File: src/design/vlpds_pkg.sv
`default_nettype none

package vlpds_pkg;

    typedef enum logic [1:0] {
        REQ_PUSH   = 2'd0,
        REQ_POP    = 2'd1,
        REQ_REMOVE = 2'd2,
        REQ_SEARCH = 2'd3
    } t_req;

    typedef enum logic [1:0] {
        ST_DONE = 2'd0,
        ST_MISS = 2'd1,
        ST_FULL = 2'd2
    } t_status;

    typedef struct packed {
        t_req               req_type;
        logic signed [31:0] value;
    } t_in;

    typedef struct packed {
        t_status    status;
        logic       found;
        logic [4:0] entry_count;
    } t_out;

    typedef enum logic [2:0] {
        CELL_HOLD,
        CELL_PUSH,
        CELL_POP,
        CELL_MARK,
        CELL_EVEN,
        CELL_ODD
    } t_cell_op;

    typedef struct packed {
        t_cell_op           op;
        logic signed [31:0] value;
    } t_cell_ctl;

    typedef enum logic [1:0] {
        S_IDLE,
        S_MARK,
        S_SCAN,
        S_DONE
    } t_state;

endpackage

`default_nettype wire

File: src/design/vlpds_cell.sv
`default_nettype none

module vlpds_cell #(
    parameter int IDX = 0
) (
    input  wire                    i_clk,
    input  vlpds_pkg::t_cell_ctl   i_ctl,
    input  wire                    i_in_list,
    input  wire signed [31:0]      i_left_data,
    input  wire                    i_left_hole,
    input  wire signed [31:0]      i_right_data,
    input  wire                    i_right_hole,
    output logic signed [31:0]     o_data,
    output logic                   o_hole,
    output logic                   o_eq
);

    localparam logic IsOdd = ((IDX % 2) == 1);

    logic signed [31:0] r_data;
    logic               r_hole;
    logic signed [31:0] n_data;
    logic               n_hole;
    logic               w_eq;
    logic               w_lower;

    assign w_eq   = (r_data == i_ctl.value);
    assign o_eq   = w_eq && i_in_list;
    assign o_data = r_data;
    assign o_hole = r_hole;

    // odd-even transposition: holes sink toward the tail, live entries keep order
    always_comb begin
        n_data  = r_data;
        n_hole  = r_hole;
        w_lower = 1'b0;
        case (i_ctl.op)
            vlpds_pkg::CELL_PUSH: begin
                n_data = i_left_data;
            end
            vlpds_pkg::CELL_POP: begin
                n_data = i_right_data;
            end
            vlpds_pkg::CELL_MARK: begin
                n_hole = !i_in_list || w_eq;
            end
            vlpds_pkg::CELL_EVEN, vlpds_pkg::CELL_ODD: begin
                w_lower = (i_ctl.op == vlpds_pkg::CELL_ODD) ? IsOdd : !IsOdd;
                if (w_lower) begin
                    if (r_hole && !i_right_hole) begin
                        n_data = i_right_data;
                        n_hole = 1'b0;
                    end
                end else begin
                    if (!r_hole && i_left_hole) begin
                        n_hole = 1'b1;
                    end
                end
            end
            default: begin
                n_data = r_data;
            end
        endcase
    end

    always_ff @(posedge i_clk) begin
        r_data <= n_data;
        r_hole <= n_hole;
    end

endmodule

`default_nettype wire

File: src/design/value_list_push_delete_search_core.sv
`default_nettype none

// channel | direction | handshake                   | payload
// in      | to core   | i_in_valid / o_in_stall     | i_in_data  (vlpds_pkg::t_in)
// out     | from core | o_out_valid / i_out_stall   | o_out_data (vlpds_pkg::t_out)
//
// push and remove front finish in the accept cycle; the result is registered at that edge
// remove all matching and search pass through a compare state, a scan state in which a scan
// counter tallies matches (remove also runs DEPTH odd-even rounds there), and a result state
// reset clears the entry count, control state and output valid; cell contents stay undefined
// a new request is taken only when idle and the output register is free or being drained
// a stalled result holds the core in its final state until it is taken

module value_list_push_delete_search_core #(
    parameter int DEPTH = 16
) (
    input  wire                i_clk,
    input  wire                i_rst_n,
    input  wire                i_in_valid,
    output logic               o_in_stall,
    input  vlpds_pkg::t_in     i_in_data,
    output logic               o_out_valid,
    input  wire                i_out_stall,
    output vlpds_pkg::t_out    o_out_data
);

    localparam int CW = $clog2(DEPTH + 1);
    localparam int IW = (DEPTH > 1) ? $clog2(DEPTH) : 1;

    vlpds_pkg::t_state    r_state;
    vlpds_pkg::t_state    n_state;
    logic [CW-1:0]        r_count;
    logic [CW-1:0]        n_count;
    logic [CW-1:0]        r_hits;
    logic [CW-1:0]        n_hits;
    logic [IW-1:0]        r_idx;
    logic [IW-1:0]        n_idx;
    vlpds_pkg::t_req      r_req;
    logic signed [31:0]   r_value;
    logic [DEPTH-1:0]     r_match;
    logic                 r_out_valid;
    vlpds_pkg::t_out      r_out;
    vlpds_pkg::t_out      n_out;
    logic                 n_load;
    logic                 w_out_free;
    logic                 w_accept;
    vlpds_pkg::t_cell_ctl w_ctl;
    logic [CW+4:0]        w_count_ext;

    logic signed [31:0]   w_data [DEPTH];
    logic [DEPTH-1:0]     w_hole;
    logic [DEPTH-1:0]     w_eq;
    logic [DEPTH-1:0]     w_in_list;

    assign w_out_free  = !r_out_valid || !i_out_stall;
    assign o_in_stall  = !((r_state == vlpds_pkg::S_IDLE) && w_out_free);
    assign w_accept    = i_in_valid && !o_in_stall;
    assign o_out_valid = r_out_valid;
    assign o_out_data  = r_out;

    for (genvar g = 0; g < DEPTH; g++) begin : g_cell
        logic signed [31:0] w_l_data;
        logic               w_l_hole;
        logic signed [31:0] w_r_data;
        logic               w_r_hole;

        assign w_in_list[g] = (r_count > CW'(g));

        if (g == 0) begin : g_first
            assign w_l_data = w_ctl.value;
            assign w_l_hole = 1'b0;
        end else begin : g_mid_l
            assign w_l_data = w_data[g-1];
            assign w_l_hole = w_hole[g-1];
        end

        if (g == DEPTH - 1) begin : g_last
            assign w_r_data = '0;
            assign w_r_hole = 1'b1;
        end else begin : g_mid_r
            assign w_r_data = w_data[g+1];
            assign w_r_hole = w_hole[g+1];
        end

        vlpds_cell #(
            .IDX (g)
        ) u_cell (
            .i_clk        (i_clk),
            .i_ctl        (w_ctl),
            .i_in_list    (w_in_list[g]),
            .i_left_data  (w_l_data),
            .i_left_hole  (w_l_hole),
            .i_right_data (w_r_data),
            .i_right_hole (w_r_hole),
            .o_data       (w_data[g]),
            .o_hole       (w_hole[g]),
            .o_eq         (w_eq[g])
        );
    end

    always_comb begin
        n_state     = r_state;
        n_count     = r_count;
        n_hits      = r_hits;
        n_idx       = r_idx;
        n_load      = 1'b0;
        n_out       = r_out;
        w_ctl.op    = vlpds_pkg::CELL_HOLD;
        w_ctl.value = r_value;
        w_count_ext = '0;
        unique case (r_state)
            vlpds_pkg::S_IDLE: begin
                w_ctl.value = i_in_data.value;
                if (w_accept) begin
                    n_out.found  = 1'b0;
                    n_out.status = vlpds_pkg::ST_DONE;
                    unique case (i_in_data.req_type)
                        vlpds_pkg::REQ_PUSH: begin
                            n_load = 1'b1;
                            if (r_count >= CW'(DEPTH)) begin
                                n_out.status = vlpds_pkg::ST_FULL;
                            end else begin
                                w_ctl.op = vlpds_pkg::CELL_PUSH;
                                n_count  = r_count + CW'(1);
                            end
                        end
                        vlpds_pkg::REQ_POP: begin
                            n_load = 1'b1;
                            if (r_count == '0) begin
                                n_out.status = vlpds_pkg::ST_MISS;
                            end else begin
                                w_ctl.op = vlpds_pkg::CELL_POP;
                                n_count  = r_count - CW'(1);
                            end
                        end
                        default: begin
                            n_state = vlpds_pkg::S_MARK;
                        end
                    endcase
                    w_count_ext       = {5'd0, n_count};
                    n_out.entry_count = w_count_ext[4:0];
                end
            end
            vlpds_pkg::S_MARK: begin
                w_ctl.op = vlpds_pkg::CELL_MARK;
                n_hits   = '0;
                n_idx    = '0;
                n_state  = vlpds_pkg::S_SCAN;
            end
            vlpds_pkg::S_SCAN: begin
                if (r_req == vlpds_pkg::REQ_REMOVE) begin
                    w_ctl.op = r_idx[0] ? vlpds_pkg::CELL_ODD : vlpds_pkg::CELL_EVEN;
                end
                n_hits = r_hits + CW'(r_match[r_idx]);
                n_idx  = r_idx + IW'(1);
                if (r_idx == IW'(DEPTH - 1)) begin
                    n_state = vlpds_pkg::S_DONE;
                end
            end
            vlpds_pkg::S_DONE: begin
                if (w_out_free) begin
                    n_load       = 1'b1;
                    n_state      = vlpds_pkg::S_IDLE;
                    n_out.found  = 1'b0;
                    n_out.status = vlpds_pkg::ST_DONE;
                    if (r_req == vlpds_pkg::REQ_REMOVE) begin
                        if (r_hits == '0) begin
                            n_out.status = vlpds_pkg::ST_MISS;
                        end else begin
                            n_count = r_count - r_hits;
                        end
                    end else begin
                        n_out.found = (r_hits != '0);
                    end
                    w_count_ext       = {5'd0, n_count};
                    n_out.entry_count = w_count_ext[4:0];
                end
            end
            default: begin
                n_state = vlpds_pkg::S_IDLE;
            end
        endcase
    end

    always_ff @(posedge i_clk) begin
        if (!i_rst_n) begin
            r_state     <= vlpds_pkg::S_IDLE;
            r_count     <= '0;
            r_idx       <= '0;
            r_out_valid <= 1'b0;
        end else begin
            r_state <= n_state;
            r_count <= n_count;
            r_idx   <= n_idx;
            if (n_load) begin
                r_out_valid <= 1'b1;
            end else if (!i_out_stall) begin
                r_out_valid <= 1'b0;
            end
        end
    end

    always_ff @(posedge i_clk) begin
        r_hits <= n_hits;
        if (n_load) begin
            r_out <= n_out;
        end
        if (w_accept) begin
            r_req   <= i_in_data.req_type;
            r_value <= i_in_data.value;
        end
        if (r_state == vlpds_pkg::S_MARK) begin
            r_match <= w_eq;
        end
    end

`ifndef SYNTHESIS
    a_count_bound: assert property (@(posedge i_clk) disable iff (!i_rst_n)
        r_count <= CW'(DEPTH))
        else $error("entry count above depth");

    a_busy_stalls: assert property (@(posedge i_clk) disable iff (!i_rst_n)
        (r_state != vlpds_pkg::S_IDLE) |-> o_in_stall)
        else $error("input taken while a request is in progress");

    a_push_grows: assert property (@(posedge i_clk) disable iff (!i_rst_n)
        (w_accept && (i_in_data.req_type == vlpds_pkg::REQ_PUSH)
            && (r_count < CW'(DEPTH)))
        |=> (r_count == $past(r_count) + CW'(1)))
        else $error("push did not grow the list");

    a_hits_bound: assert property (@(posedge i_clk) disable iff (!i_rst_n)
        (r_state == vlpds_pkg::S_DONE) |-> (r_hits <= r_count))
        else $error("more matches than entries");
`endif

endmodule

`default_nettype wire
File: config.mk
export PLATFORM = sky130hd
export DESIGN_NAME = value_list_push_delete_search_core
export DESIGN_NICKNAME = d
export VERILOG_FILES = /design/src/design/vlpds_pkg.sv /design/src/design/vlpds_cell.sv /design/src/design/value_list_push_delete_search_core.sv
export SDC_FILE = /design/constraint.sdc
export NUM_CORES = 1
export LEC_CHECK = 0
export BUFFER_PORTS_ARGS = -buffer_cell sky130_fd_sc_hd__buf_2
export CELL_PAD_IN_SITES_DETAIL_PLACEMENT = 1
export CELL_PAD_IN_SITES_GLOBAL_PLACEMENT = 1
export CORE_AREA = 2 2 310 312
export CTS_CLUSTER_SIZE = 28
export DETAILED_ROUTE_END_ITERATION = 12
export DIE_AREA = 0 0 312 314
export PLACE_DENSITY = 0.57
export SLEW_MARGIN = 20
export SYNTH_ARGS = -nofsm -noshare
export SYNTH_HDL_FRONTEND = slang
export SYNTH_SLANG_ARGS = --single-unit
File: constraint.sdc
create_clock -name i_clk -period 7.65 [get_ports i_clk]
set_clock_uncertainty 0.1 [all_clocks]
set_input_delay 1.9125 -clock i_clk [delete_from_list [all_inputs] [get_ports i_clk]]
set_output_delay 1.9125 -clock i_clk [all_outputs]
set_load 0.01 [all_outputs]
# ---- Yosys cells after proc, flatten, opt, wreduce, memory -nomap -nowiden
# Index checks and enable logic that the tools add are counted.
dict set report totals {
  elab_cells 423
  reg_bits 603
}
dict set report classes {
  n_eq_ne 78
  add_sub_neg 5
  n_lt_le_gt_ge 18
  reduce_logical 130
  n_mux 149
}
# operator count
set op_table {}
lappend op_table {{32-bit case mux with 3 select lines} 15}
lappend op_table {{32-bit 2-to-1 mux} 31}
lappend op_table {{32-bit == test} 16}
lappend op_table {{3-bit AND reduction} 32}
lappend op_table {{32-bit case mux with 2 select lines} 1}
lappend op_table {{1-bit 2-to-1 mux} 58}
lappend op_table {{3-bit by 1-bit inequality test with 1-bit output (second input constant)} 14}
lappend op_table {{5-bit by 4-bit > comparator with 1-bit output (second input constant)} 8}
lappend op_table {{1-bit logical NOT} 34}
lappend op_table {{2-bit by 1-bit inequality test with 1-bit output (second input constant)} 17}
lappend op_table {{1-bit case mux with 2 select lines} 17}
lappend op_table {{1-bit logical AND} 33}
lappend op_table {{5-bit 2-to-1 mux} 6}
lappend op_table {{5-bit case mux with 2 select lines} 3}
lappend op_table {{3-bit by 2-bit inequality test with 1-bit output (second input constant)} 8}
lappend op_table {{5-bit by 3-bit > comparator with 1-bit output (second input constant)} 4}
lappend op_table {{3-bit inequality test (second input constant)} 6}
lappend op_table {{1-bit logical OR} 17}
lappend op_table {{2-bit 2-to-1 mux} 8}
lappend op_table {{8-bit 2-to-1 mux} 2}
lappend op_table {{8-bit case mux with 2 select lines} 1}
lappend op_table {{2-bit inequality test (second input constant)} 6}
lappend op_table {{5-bit by 1-bit > comparator with 1-bit output (second input constant)} 2}
lappend op_table {{5-bit by 2-bit > comparator with 1-bit output (second input constant)} 2}
lappend op_table {{26 further kinds} 39}

# ---- Depth between registers and ports, before layout
# Gate-level depths: netlist (run 1).
dict set report logic_depth {
  ltp_word 10
  ltp_mapped 14
  depth_no_buf 9
}

# ---- Hierarchy
# Synthesis (run 1) repeated with hierarchy kept, for this count alone.
dict set report hier_totals {
  hier_cells 2354
  area_unflattened_um2 35630.4
}
# module area_per_inst_um2 instances cells_per_inst
set by_module_without_submodules {}
lappend by_module_without_submodules {{vlpds_cell (g_cell[11].u_cell ...)} 1975.6 8 126}
lappend by_module_without_submodules {{vlpds_cell (g_cell[10].u_cell ...)} 1975.6 7 128}
lappend by_module_without_submodules {value_list_push_delete_search_core 4012.6 1 326}
lappend by_module_without_submodules {{vlpds_cell (g_cell[0].u_cell)} 1983.2 1 124}

# ---- Worst setup path before layout (run 1)
# No wires, ideal clock.
dict set report synth_timing {
  path_type {input port to flip-flop}
  start {input i_in_data[32] in the netlist's numbering}
  end {register g_cell[14].u_cell.r_data[0] (enable)}
  arrival_time_ns 5.332
  path_buffers 2
  cell_stages 8
  setup_ns 0.466
  path_slack_ns 1.752
  cell_sequence {buf_4 > and2b_2 > nand2_2 > o31a_2 > nand2_1 > clkbuf_1 > o21ba_2 > o21ai_0}
}
dict set report synth_between {
  elab_chain_len 8
}
# item line
set synth_rtl {}
lappend synth_rtl {{from (decl)} value_list_push_delete_search_core.sv:21} ;# input vlpds_pkg::t_in i_in_data,
lappend synth_rtl {{2-bit by 1-bit == test with 1-bit output / 2-bit logical NOT (equally long branches)} value_list_push_delete_search_core.sv:117} ;# unique case (i_in_data.req_type)
lappend synth_rtl {{2-bit case mux with 2 select lines (*)} value_list_push_delete_search_core.sv:117}
lappend synth_rtl {{2-bit 2-to-1 mux (*)} value_list_push_delete_search_core.sv:114} ;# if (w_accept) begin
lappend synth_rtl {{3-bit case mux with 3 select lines (*)} value_list_push_delete_search_core.sv:111} ;# unique case (r_state)
lappend synth_rtl {{3-bit == test, on equally long branches} {vlpds_cell.sv:37, vlpds_cell.sv:48}}
lappend synth_rtl {{2-bit OR reduction} vlpds_cell.sv:37} ;# case (i_ctl.op)
lappend synth_rtl {{2-bit by 1-bit inequality test with 1-bit output (no source line) (tied with other cells)} -}
lappend synth_rtl {{3-bit AND reduction (no source line) (*)} -}
lappend synth_rtl {{to (signal assigned)} vlpds_cell.sv:67} ;# r_data <= n_data;
lappend synth_rtl {{to (decl)} vlpds_cell.sv:20} ;# logic signed [31:0] r_data;
# Every way passes the cells marked *; elsewhere a longest branch is shown, timed or not.
# A chain may end at the register's enable or synchronous reset.

# ---- Worst setup path in the final report (run 1)
dict set report layout_timing {
  start {input i_in_data[32] in the netlist's numbering}
  end {register g_cell[14].u_cell.r_data[5] (data pin)}
}
dict set report layout_between {
  elab_chain_len 7
}
# item line
set layout_rtl {}
lappend layout_rtl {{2-bit by 1-bit == test with 1-bit output / 2-bit logical NOT (equally long branches)} value_list_push_delete_search_core.sv:117}
lappend layout_rtl {{2-bit case mux with 2 select lines (*)} value_list_push_delete_search_core.sv:117}
lappend layout_rtl {{2-bit 2-to-1 mux (*)} value_list_push_delete_search_core.sv:114}
lappend layout_rtl {{3-bit case mux with 3 select lines (*)} value_list_push_delete_search_core.sv:111}
lappend layout_rtl {{3-bit == test} vlpds_cell.sv:37}
lappend layout_rtl {{2-bit OR reduction} vlpds_cell.sv:37}
lappend layout_rtl {{32-bit case mux with 3 select lines (*)} vlpds_cell.sv:37}
lappend layout_rtl {{net g_cell[14].u_cell.n_data[5]} vlpds_cell.sv:22} ;# logic signed [31:0] n_data;
# The timed path passes the listed nets; every way through them passes the cells marked *.

==> out/results.ini, run 1 <==
[run_status]
outcome=finished, final reports clean

[setup_path]
worst-path-buf-inv=3
crit_top_cell=buf_4
cp_slowest_stage_delay_ps=900
path_class=in -> reg
crit_family=simple AND/OR/NAND/NOR gates
regToRegSetupSlack_ps=2520
startpoint_type=primary input
slowest_stage=and2_4
crit_chain=buf_2, nor2_1, nand4_1, a21oi_2, buf_4, or3_2, and2_4, buf_4, mux2_2
cp_data_required_time_ps=7930
cp_max_fo=52
endpoint_kind=flop
arrival_ps=5640

[clock_network]
cts_setup_buffers=0
htreeDepth=3
cts_buffers=73
worst_skew_pair.late_latency_ps=630
clockBufferDepth=3
cts_root_buffer=clkbuf_16
post_cts_resized=0
cts_tree=built
cts_hold_buf=0
cts.sinks=603
path_clk_slew_ps=60

[global_routing]
grt_pass1_vias=20912
grt_pass1_wl_mm=150
antenna_found_initial=0
grt_usage_pct=20.5
overflow=0
grt_max_degree=87

[die]
design.die.area_sq_um=98000
fp.dieW_microns=312
rows=113
io_pins=48
die_h_microns=314
core_area_sq_um=94400
start_util_pct=34.8

[routing]
ant_nets=0
drt-initial-drc-count=1475
drtPass1Iterations=5
vias=19597
met3_length_mm=4.09
wl_met2_mm=48.5
drt-met1-wl_mm=46.6
drt-total-wl_mm=101
top_layer=met4
via_per_inst=5.31
drc=0
wl_per_cell_microns=27.3

[placement]
io_buffers=47
place_ws_ps=1600
routabilityCongestion=0.826
dp.final_hpwl_mm=73.4

[synth]
synth_top_family_by_area=multiplexers
yosys.area_share.simple_pct=6.06
synth_fp_nets=2362
synth-xor-area-share_pct=13.9
synthArstFlopShare_pct=0
synthDistinctLibCells=63
synth_top_area_share_pct=53.9
synthTopCellsByArea=edfxtp_1 54%, xnor2_1 14%, mux2_2 9.5%
muxShareOfSynthArea_pct=19.0
synthCells=2306
synth_flop_cell=edfxtp_1
synth_compound_area_share_pct=3.28
ys_ff_latch=603
ys_seq_area_share_pct=54.7
synth_adder_area_share_pct=0.707
yosysWarnings=0
yosysTopAreaCell=edfxtp_1
netlist_area_sq_um=32900
synth.avg_cell_area_sq_um=14.3
synth_edf_count=591

[sta]
rsz0062_at_grt=false
setup_viol=0
layout_setup_ws_ps=2290
fmax_ghz=0.186
layout_min_cycle_time_ps=5360
setup_tns_ps=0
slew_violations=0
hold_violations=0
tightest_slew_ps=1200
min_period_over_period_pct=70.1
slew_headroom_pct=19.2

[final_layout]
syn_to_final_growth_pct=14.1
num_antenna_cells=0
final_cell_mix=591 x edfxtp_1, 518 x xnor2_1, 278 x mux2_2
nets=2426
final_common_cell=edfxtp_1
drive_above_1_share_pct=30.1
fillers=9661

[run]
drv_cap=0

[hold_path]
hold_path_class=reg -> reg

[flip-flops by register name, indices dropped and copies added (netlist names), 4 cells and up]
register / cells
r_hits: 5
r_count: 5
r_value: 32
o_out_data: 8
r_idx: 4
r_match: 16
g_cell.u_cell.o_data: 512
g_cell.u_cell.o_hole: 16
[worst min-delay path, delay by kind of cell, from the launching register on]
| kind | cells | cell delay (ps) |
|---|---|---|
| and+or+nand+nor | 1 | 60 |
| muxes | 1 | 140 |
| DFF | 1 | 340 |
[stage by stage]
step	hold WS [ps]	instance area, sq um	utilization (%)	cells
finish	483	37500	39.8	3692
global placement	446	34900	37.0	3549
detailed placement	478	35100	37.2	3556
floorplan	428	32900	-	2306
CTS	483	37400	39.6	3688
global route	501	37500	39.8	3692
[routing by layer]
| layer | up-vias | track usage (%) |
|---|---|---|
| met5 | - | 0 |
| met4 | 0 | 4.33 |
| met3 | 93 | 2.62 |
| met2 | 441 | 33.8 |
| met1 | 10317 | 29.0 |
| li1 | 8746 | - |
[cell families after synthesis]
family	Yosys count
xor gates and xnor gates	521
buffers and inverters	143
and+or+nand+nor	351
adders and majority gates	18
muxes	488
AOI/OAI and AO/OA	182
DFF	603
[layout make-up]
cell class / instances / area [sq um] / share of cell area [%]
timing repair buffer: 114 / 986 / 2.63
inverter: 18 / 67.6 / 0.180
tap: 1265 / 1580 / 4.22
clock buffer: 96 / 1950 / 5.21
clock inverter: 36 / 399 / 1.06
sequential: 603 / 18000 / 47.9
multi-input combinational: 1560 / 14600 / 38.8
[final timing paths]
kind                 startpoint                          end  cells after the start
setup reg to reg     r_state[0]  g_cell[14].u_cell.o_data[5]                     10
hold reg to reg      r_state[1]                   r_state[1]                      2
hold / removal       r_state[1]                   r_state[1]                      2
setup / recovery  i_in_data[32]  g_cell[14].u_cell.o_data[5]                      9
[synth_stat cells (17+ instances only)]
cell	n
inv_1	18
nor2_1	59
clkbuf_1	31
nor4_1	130
nand4_1	33
buf_2	69
buf_6	21
mux2_4	170
and2_1	38
nor3_1	20
o21ai_0	30
xnor2_1	518
mux2_2	278
edfxtp_1	591
nand2_1	17
a21oi_1	103
mux2i_2	29
ha_1	17
Power of run 1 is not shown: default switching activity piles up to over one toggle a cycle in this logic, so the estimate is an artifact.
==> inputs of run 2 (changes only) <==
--- a/config.mk
+++ b/config.mk
@@ -5,14 +5,15 @@
 export SDC_FILE = /design/constraint.sdc
 export NUM_CORES = 1
 export LEC_CHECK = 0
+export ABC_AREA = 1
 export BUFFER_PORTS_ARGS = -buffer_cell sky130_fd_sc_hd__buf_2
 export CELL_PAD_IN_SITES_DETAIL_PLACEMENT = 1
 export CELL_PAD_IN_SITES_GLOBAL_PLACEMENT = 1
-export CORE_AREA = 2 2 310 312
+export CORE_AREA = 2 2 326 328
 export CTS_CLUSTER_SIZE = 28
 export DETAILED_ROUTE_END_ITERATION = 12
-export DIE_AREA = 0 0 312 314
-export PLACE_DENSITY = 0.57
+export DIE_AREA = 0 0 328 330
+export PLACE_DENSITY = 0.66
 export SLEW_MARGIN = 20
 export SYNTH_ARGS = -nofsm -noshare
 export SYNTH_HDL_FRONTEND = slang
==> constraint.sdc (replaced) <==
create_clock -name i_clk -period 4.39 [get_ports i_clk]
set_clock_uncertainty 0.1 [all_clocks]
set_input_delay 1.0975 -clock i_clk [delete_from_list [all_inputs] [get_ports i_clk]]
set_output_delay 1.0975 -clock i_clk [all_outputs]
set_load 0.01 [all_outputs]
==> out/results.ini, run 2 <==
[run_status]
outcome=finished, final reports clean  ; unchanged

[global_routing]
grt_pass1_wl_mm=187  ; was 150 mm
grt_max_degree=111  ; was 87
overflow=0  ; unchanged
grt_pass1_vias=32322  ; was 20912
antenna_found_initial=2  ; was 0
grt_usage_pct=22.3  ; was 20.5%

[clock_network]
worst_skew_pair.late_latency_ps=640  ; was 630 ps
path_clk_slew_ps=60  ; about the same
cts_buffers=76  ; was 73
cts_hold_buf=0  ; unchanged
clockBufferDepth=3  ; unchanged
cts_root_buffer=clkbuf_16  ; unchanged
htreeDepth=3  ; unchanged
cts_tree=built  ; unchanged
cts.sinks=603  ; unchanged
post_cts_resized=0  ; unchanged
cts_setup_buffers=0  ; unchanged

[sta]
slew_headroom_pct=31.6  ; was 19.2%
tightest_slew_ps=1020  ; was 1200 ps
layout_min_cycle_time_ps=3840
setup_viol=0  ; unchanged
min_period_over_period_pct=87.5
rsz0062_at_grt=false  ; unchanged
hold_violations=0  ; unchanged
setup_tns_ps=0  ; unchanged
fmax_ghz=0.260
slew_violations=0  ; unchanged

[setup_path]
crit_family=simple AND/OR/NAND/NOR gates  ; unchanged
cp_slowest_stage_delay_ps=480  ; was 900 ps
cp_data_required_time_ps=4760  ; was 7930 ps
arrival_ps=4210  ; was 5640 ps
endpoint_kind=flop  ; unchanged
crit_chain=inv_1, ha_4, clkinv_2, buf_4, nand2_1, nand2_1, nand2_1, nand3_1, nor2_1, nand2_1, nor2_1, nand2_1, a21oi_1  ; was buf_2, nor2_1, nand4_1, a21oi_2, buf_4, or3_2, and2_4, buf_4, mux2_2
startpoint_type=flop  ; was primary input
cp_max_fo=24  ; was 52
crit_top_cell=nand2_1  ; was buf_4
regToRegSetupSlack_ps=550  ; was 2520 ps
slowest_stage=nand2_1  ; was and2_4
path_class=reg -> reg  ; was in -> reg
worst-path-buf-inv=3  ; unchanged

[die]
fp.dieW_microns=328  ; was 312 microns
die_h_microns=330  ; was 314 microns
core_area_sq_um=105000  ; was 94400 sq um
design.die.area_sq_um=108000  ; was 98000 sq um
rows=119  ; was 113
start_util_pct=34.8  ; about the same
io_pins=48  ; unchanged

[synth]
synthCells=5015  ; was 2306
synth_edf_count=591  ; unchanged
synthDistinctLibCells=42  ; was 63
synthArstFlopShare_pct=0  ; unchanged
ys_ff_latch=603  ; unchanged
synthTopCellsByArea=edfxtp_1 49%, nand2_1 25%, inv_1 7.7%  ; was edfxtp_1 54%, xnor2_1 14%, mux2_2 9.5%
yosysWarnings=0  ; unchanged
yosysTopAreaCell=edfxtp_1  ; unchanged
ys_seq_area_share_pct=49.3  ; was 54.7%
yosysMostFrequentCell=nand2_1  ; was edfxtp_1
synth_top_area_share_pct=48.7  ; was 53.9%
synth_common_cells=2421 x nand2_1, 745 x inv_1, 591 x edfxtp_1, 397 x o21ai_1, 240 x nor2_1  ; was 591 x edfxtp_1, 518 x xnor2_1, 278 x mux2_2, 170 x mux2_4, 130 x nor4_1
synth_flop_cell=edfxtp_1  ; unchanged
netlist_area_sq_um=36500  ; was 32900 sq um
synth_fp_nets=5071  ; was 2362
synth.avg_cell_area_sq_um=7.27  ; was 14.3 sq um

[routing]
drtPass1Iterations=5  ; unchanged
drc=0  ; unchanged
ant_nets=0  ; unchanged
drt-initial-drc-count=2027  ; was 1475
wl_per_cell_microns=18.5  ; was 27.3 microns
drt-total-wl_mm=121  ; was 101 mm
via_per_inst=4.86  ; was 5.31
vias=31695  ; was 19597

[final_layout]
syn_to_final_growth_pct=12.1  ; was 14.1%
final_common_cell=nand2_1  ; was edfxtp_1
final_cell_mix=2420 x nand2_1, 729 x inv_1, 591 x edfxtp_1  ; was 591 x edfxtp_1, 518 x xnor2_1, 278 x mux2_2
num_antenna_cells=0  ; unchanged
drive_above_1_share_pct=6.00  ; was 30.1%
nets=5129  ; was 2426
fillers=13042  ; was 9661
largest_reg_flops=512  ; unchanged

[placement]
routabilityCongestion=0.859  ; was 0.826
io_buffers=47  ; unchanged
dp.final_hpwl_mm=89.4  ; was 73.4 mm

[hold_path]
hold_path_class=reg -> reg  ; unchanged

[run]
drv_cap=0  ; unchanged

-- run 2: changes by cell type in the layout (fill, tap and decap cells not counted), sizes merged, moves of 182 or more --
cell   change
xnor2    -496
nand2   +2410
mux2     -448
inv      +726
nor2     +182
o21ai    +493
-- run 2: cell type report --
class / count / area, sq um / share of cell area (%)
well taps: 1391 / 1740 / 4.26
multi-input cells: 3467 / 14400 / 35.3
clock buffers: 101 / 2070 / 5.07
flip-flops and latches: 603 / 18000 / 44.0
repair buffers: 175 / 1480 / 3.63
inverters: 750 / 2820 / 6.91
clock inverters: 35 / 350 / 0.857
-- run 2: layer usage --
layer | GRT usage [%] | part of all wire, % | vias up
li1 | - | - | 15740
met4 | 4.73 | 1.9 | 2
met2 | 38.1 | 47 | 460
met1 | 30.5 | 47 | 15355
met3 | 2.61 | 3.6 | 138
met5 | 0 | 0.0091 | -
-- run 2: worst paths after layout --
check / startpoint / cells past startpoint / endpoint
max: r_state[0] / 13 / g_cell[0].u_cell.o_hole
min: r_idx[3] / 2 / r_idx[3]
max reg2reg: r_state[0] / 13 / g_cell[0].u_cell.o_hole
min reg2reg: r_idx[3] / 2 / r_idx[3]
-- run 2: logic make-up (layout without fill, tap and decap cells) --
kind of cell             Yosys count  in the layout  synth area share, %
XOR/XNOR                          26             26                0.625
buffers and inverters            945           1061                 11.2
flip-flops                       603            603                 49.3
AO/OA/AOI/OAI                    578            578                 8.08
AND/OR/NAND/NOR                 2845           2845                 30.1
adder cells (fa/ha/maj)           18             18                0.638
-- run 2: worst min-delay path: cells and delay by family (launching register included) --
family | cells | cell delay (ps)
flops | 1 | 320
simple gates | 1 | 60
compound gates | 1 | 120
-- run 2: through the flow --
stage	util (%)	setup slack, ps	instances	hold WS, ps	instance area (sq um)
finish	39.0	547	6522	446	40900
global route	39.0	306	6522	479	40900
CTS	39.0	443	6522	445	40900
detailed placement	36.7	251	6386	436	38400
global placement	36.7	358	6386	431	38400
floorplan	-	939	5015	402	36500
Power of run 2 is left out for the same reason.
